[src/hdl/coo_spmv_pkg.sv]
// ----------------------------------------------------------------------------
// coo_spmv_pkg: shared types and constants of the sparse matrix-vector block
// Request codes, field widths, default sizes and the controller/datapath link.
// ----------------------------------------------------------------------------
package coo_spmv_pkg;

	localparam int REQ_W  = 2;
	localparam int IDX_W  = 10;
	localparam int DATA_W = 32;

	localparam int DEF_MAX_ROWS = 1024;
	localparam int DEF_MAX_COLS = 1024;

	typedef logic [REQ_W-1:0]  req_code_t;
	typedef logic [IDX_W-1:0]  idx_t;
	typedef logic [DATA_W-1:0] word_t;

	localparam req_code_t REQ_LOAD  = 2'd0;
	localparam req_code_t REQ_ACCUM = 2'd1;
	localparam req_code_t REQ_READ  = 2'd2;

	// controller to datapath
	typedef struct packed {
		logic latch;    // capture the accepted item
		logic clr_step; // zero one row sum of the clearing pass
		logic fetch;    // read both memories
		logic load_wr;  // write the vector element
		logic mul;      // register the product
		logic add_wr;   // write back the updated row sum
		logic rd_out;   // load the result register and clear the row
	} cmd_t;

	// datapath to controller
	typedef struct packed {
		req_code_t req;
		logic      accum_ok; // nonzero value, row and column in range
		logic      clr_last; // last row of the clearing pass
		logic      out_free; // result register can take a new item
	} sts_t;

endpackage

[src/hdl/coo_spmv_ctrl.sv]
// ----------------------------------------------------------------------------
// coo_spmv_ctrl: controller
// Sequences the clearing pass and the steps of one request item at a time.
// ----------------------------------------------------------------------------
module coo_spmv_ctrl (
	input  logic               clk,
	input  logic               arst_n,
	input  logic               req_valid,
	output logic               req_ready,
	output coo_spmv_pkg::cmd_t cmd,
	input  coo_spmv_pkg::sts_t sts
);
	import coo_spmv_pkg::*;

	localparam logic [2:0] ST_CLEAR = 3'd0;
	localparam logic [2:0] ST_IDLE  = 3'd1;
	localparam logic [2:0] ST_FETCH = 3'd2;
	localparam logic [2:0] ST_DATA  = 3'd3;
	localparam logic [2:0] ST_ADD   = 3'd4;

	logic [2:0] state_q;
	logic [2:0] state_d;

	assign req_ready = (state_q == ST_IDLE);

	always_comb begin
		state_d      = state_q;
		cmd          = '0;
		cmd.latch    = req_valid && req_ready;
		unique case (state_q)
			ST_CLEAR: begin
				cmd.clr_step = 1'b1;
				if (sts.clr_last) begin
					state_d = ST_IDLE;
				end
			end
			ST_IDLE: begin
				if (req_valid) begin
					state_d = ST_FETCH;
				end
			end
			ST_FETCH: begin
				cmd.fetch = 1'b1;
				case (sts.req)
					REQ_LOAD: begin
						cmd.load_wr = 1'b1;
						state_d     = ST_IDLE;
					end
					REQ_ACCUM: state_d = sts.accum_ok ? ST_DATA : ST_IDLE;
					REQ_READ:  state_d = ST_DATA;
					default:   state_d = ST_IDLE;
				endcase
			end
			ST_DATA: begin
				if (sts.req == REQ_ACCUM) begin
					cmd.mul = 1'b1;
					state_d = ST_ADD;
				end else if (sts.out_free) begin
					cmd.rd_out = 1'b1;
					state_d    = ST_IDLE;
				end
			end
			ST_ADD: begin
				cmd.add_wr = 1'b1;
				state_d    = ST_IDLE;
			end
			default: state_d = ST_IDLE;
		endcase
	end

	always_ff @(posedge clk or negedge arst_n) begin
		if (!arst_n) begin
			state_q <= ST_CLEAR;
		end else begin
			state_q <= state_d;
		end
	end

endmodule

[config.mk]
export PLATFORM = sky130hd
export DESIGN_NAME = coo_spmv_ctrl
export DESIGN_NICKNAME = d
export VERILOG_FILES = /design/src/hdl/coo_spmv_pkg.sv /design/src/hdl/coo_spmv_ctrl.sv
export SDC_FILE = /design/constraint.sdc
export NUM_CORES = 1
export LEC_CHECK = 0
export BUFFER_PORTS_ARGS = -buffer_cell sky130_fd_sc_hd__buf_2
export CORE_AREA = 3 3 40 42
export CTS_CLUSTER_SIZE = 8
export DETAILED_ROUTE_END_ITERATION = 8
export DIE_AREA = 0 0 43 45
export GPL_TIMING_DRIVEN = 0
export PLACE_DENSITY = 0.51
export SYNTH_ARGS = -nofsm -noshare
export SYNTH_HDL_FRONTEND = slang
export SYNTH_SLANG_ARGS = --single-unit
[constraint.sdc]
create_clock -name clk -period 3.1 [get_ports clk]
set_clock_uncertainty 0.15 [all_clocks]
set_input_delay 0.155 -clock clk [delete_from_list [all_inputs] [get_ports clk]]
set_output_delay 0.155 -clock clk [all_outputs]
set_load 0.01 [all_outputs]
---- Word-level counts from Yosys, hierarchy flattened ----
Index checks and enable logic that the tools add are counted.
storage, ports and cells
  bits in read-only memories .............. 0
  register bits after elaboration ......... 3
  bits in latches ......................... 0
  input bits .............................. 8
  RAM bits ................................ 0
  output and inout port bits .............. 8
  memories ................................ 0
operators by class
  equal/unequal tests ..................... 9
  order comparisons ....................... 0
  reductions and logical operators ........ 4
  bitwise gates (word level) .............. 0
  div/mod/pow operators ................... 0
  shifts and indexed selects .............. 0
  $add $sub $neg .......................... 0
  mux-type cells .......................... 16
  multiply operators ...................... 0
operators with widths
  cell                                                                   number
  3-bit 2-to-1 mux                                                       4
  3-bit one-hot mux with 4 select lines                                  1
  1-bit 2-to-1 mux                                                       8
  3-bit by 2-bit equality test with 1-bit output, second input constant  2
  2-bit 2-to-1 mux                                                       2
  2-bit != test, second input constant                                   2
  2-bit one-hot mux with 2 select lines                                  1
  3-bit by 1-bit equality test with 1-bit output, second input constant  1
  3-bit equality test, second input constant                             1
  3-bit logical NOT                                                      1
  3-bit != test, second input constant                                   1
  3-bit AND reduction                                                    1
  2-bit by 1-bit equality test with 1-bit output, second input constant  1
  2-bit equality test, second input constant                             1
  2-bit logical NOT                                                      1
  1-bit logical AND                                                      1

---- Longest topological paths before layout ----
  depth after elaboration ................. 3
  gate-level depth with buffers ........... 5
  mapped depth without buffers ............ 5

---- Worst setup path before layout ----
Ideal clock, no wire load.
  kind .................................... flip-flop to output port
  start point ............................. register state_q[0]
  end point ............................... output port cmd[3] (netlist name)
  arrival ................................. 1.077 ns
  buffers on the path ..................... 1
  data required time ...................... 2.795 ns
  cell stages (with the launch flop) ...... 4
  slack ................................... 1.718 ns
  path through ............................ dfrtp_1 -> buf_6 -> nor3b_1 -> and2_1
RTL lines
  element                 RTL line             source
  start, declared         coo_spmv_ctrl.sv:21  logic [2:0] state_q;
  start signal, assigned  coo_spmv_ctrl.sv:75  state_q <= state_d;
  end, declared           coo_spmv_ctrl.sv:10  output coo_spmv_pkg::cmd_t cmd,

==> impl_metrics.json <==
{
  "yosys_register_bits": 3,
  "antennaDiodeCount": 0,
  "antenna_found_initial": 0,
  "drive_gt1_frac": 0.4231,
  "dpl.hpwl_um": 499,
  "drt_wl_total_um": 621,
  "nNetsFinal": 65,
  "period_share": 0.5175,
  "cts_tree": "yes",
  "cp.required_ns": 2.79,
  "synth_top_area_share": 0.2620,
  "regMostFlops": "state_q",
  "multiInputGateArea_um2": 187.7,
  "crit_arrival_ns": 1.30,
  "grt_pass1_vias": 262,
  "hold-worst-slack_ns": 0.04160,
  "synth_top_cell_by_area": "dfrtp_1",
  "syn_nets": 44,
  "startpoint_type": "flop",
  "crit_fanout": 10,
  "htree_levels": 1,
  "muxShareOfSynthArea": 0,
  "hold_violations": 0,
  "setup_violations": 0,
  "vdd.ir_drop.worst_mv": 0.1446,
  "core_um2": 1285,
  "fillers": 145,
  "leakage_nw": 0.2296,
  "dr.pass1.iters": 3,
  "yosysSeqAreaShare": 0.2620,
  "die_h_um": 45,
  "clock-sinks": 3,
  "fp.dieW_um": 43,
  "fin_cells": 67,
  "start_util": 0.2230,
  "num_rows": 13,
  "clockBufferDepth": 2,
  "synthAdderAreaFrac": 0.1747,
  "syn_area_per_cell_um2": 8.954,
  "dieArea_um2": 1935,
  "ios": 16,
  "postCtsSetupRepairBufs": 0,
  "worst-slew-pin-transition_ns": 0.2102,
  "path_class": "reg -> out",
  "yosys_warnings": 0,
  "outcome": "complete, no violations",
  "grt-ovfl-total": 0,
  "synth_xor_area_frac": 0,
  "slew_headroom": 0.8596,
  "mostFrequentLayoutCells": "buf_2 (16), ha_1 (4)",
  "rsz0062_at_grt": "no",
  "synth_top_family_by_area": "simple AND/OR/NAND/NOR gates",
  "syn-cell-area_um2": 286.5,
  "first_iter_violations": 2,
  "cts_made_buffers": 3,
  "layout.area.seq_um2": 75.07,
  "final_common_cell": "buf_2",
  "gp_congestion": 0.6377,
  "powerDensity_nw_per_um2": 686.2,
  "cap_viol_max_count": 0,
  "postSynthCellCount": 32,
  "synth_area_leaders": "dfrtp_1 (26%), ha_1 (17%), nor2b_1 (6.6%), a21oi_1 (5.2%), a311oi_2 (5.2%)",
  "place_inst": 62,
  "hold_class": "in -> reg",
  "cts_resized": 0,
  "cts.clk_slew.worst_paths_ns": 0.04,
  "ys_types": 18,
  "maxSlewViolCount": 0,
  "synth_compound_area_frac": 0.1310,
  "grt_max_degree": 11,
  "endpoint_kind": "output pin",
  "grt_usage": 0.07840,
  "reg_top3": "state_q (3)",
  "routedWlPerCell_um": 9.269,
  "vias": 279,
  "layout_min_cycle_time_ns": 1.604,
  "largest_register_ffs": 3,
  "fmax_mhz": 623.3,
  "antenna_left": 0,
  "syn_to_final_growth_pct": 45.41,
  "cts.hold.buffers_added": 1,
  "synthSimpleGateAreaFrac": 0.3493,
  "clock_latency_ns": 0.24,
  "numPortBuffers": 15,
  "grt_pass1_wl_mm": 1.021,
  "viasPerCell": 4.164,
  "setup-tns-final_ns": 0,
  "drc": 0,
  "ctsRootBufferMaster": "clkbuf_4"
}
==> power breakdown <==
group | total [mW] | internal (mW) | switching (mW)
logic | 0.156 | 0.0757 | 0.0805
registers | 0.0587 | 0.0529 | 0.00581
clock network | 0.0710 | 0.0484 | 0.0226
total | 0.286 | 0.177 | 0.109
==> logic make-up (layout without fill, tap and decap cells) <==
family / after synthesis / in the layout
AO/OA/AOI/OAI: 5 / 5
adder cells (fa/ha/maj): 4 / 4
buffers and inverters: 4 / 24
flip-flops: 3 / 3
AND/OR/NAND/NOR: 16 / 16
==> worst paths after layout <==
path / from / to / slack (ns) / cells after the start
max: state_q[0] / cmd[6] / 1.50 / 5
min: sts[0] / state_q[2] / 0.04 / 3
max reg2reg: state_q[0] / state_q[1] / 1.74 / 3
min reg2reg: state_q[2] / state_q[1] / 0.38 / 1
max in group asynchronous: arst_n / state_q[0] / 2.61 / 2
min in group asynchronous: arst_n / state_q[1] / 0.09 / 2
==> area by class of cell <==
class	instances	share of cell area
multi-input cells	25	0.4505
repair buffers	16	0.2042
flip-flops and latches	3	0.1802
clock buffers	4	0.06306
well taps	15	0.04505
plain buffers	2	0.03904
inverters	2	0.01802
==> metal layers <==
metal,up-vias,global-route usage,share of wire
met2,10,0.1168,0.51
met1,118,0.07506,0.37
met4,0,0.09036,0.040
met5,-,0,0
li1,148,-,-
met3,3,0.03586,0.082
==> Yosys cell counts <==
cell	n
nor2_1	1
nor3_1	1
and3_1	2
or2_2	1
buf_2	1
nor2b_1	3
or3b_1	1
nor3b_1	2
buf_6	1
a21oi_1	3
o21bai_1	1
dfrtp_1	3
and4b_1	1
a311oi_2	1
inv_1	2
nand2_1	2
ha_1	4
and2_1	2
==> through the flow <==
step | instance area (µm²) | total power [mW] | utilization | setup slack (ns)
global placement | 380.4 | 0.2176 | 0.2960 | 1.650
detailed placement | 380.4 | 0.2176 | 0.2960 | 1.657
CTS | 416.7 | 0.2921 | 0.3242 | 1.473
finish | 416.7 | 0.2859 | 0.3242 | 1.496
global route | 416.7 | 0.3143 | 0.3242 | 1.369
floorplan | 286.5 | 0.1692 | - | 1.718
==> critical path, stage by stage, from the launching register on <==
cell	delay, ns
dfrtp_1	0.33
buf_6	0.12
nor2b_1	0.19
nor2b_1	0.17
and2_1	0.13
buf_2	0.12
No activity file was read; power rests on OpenSTA's default activity.
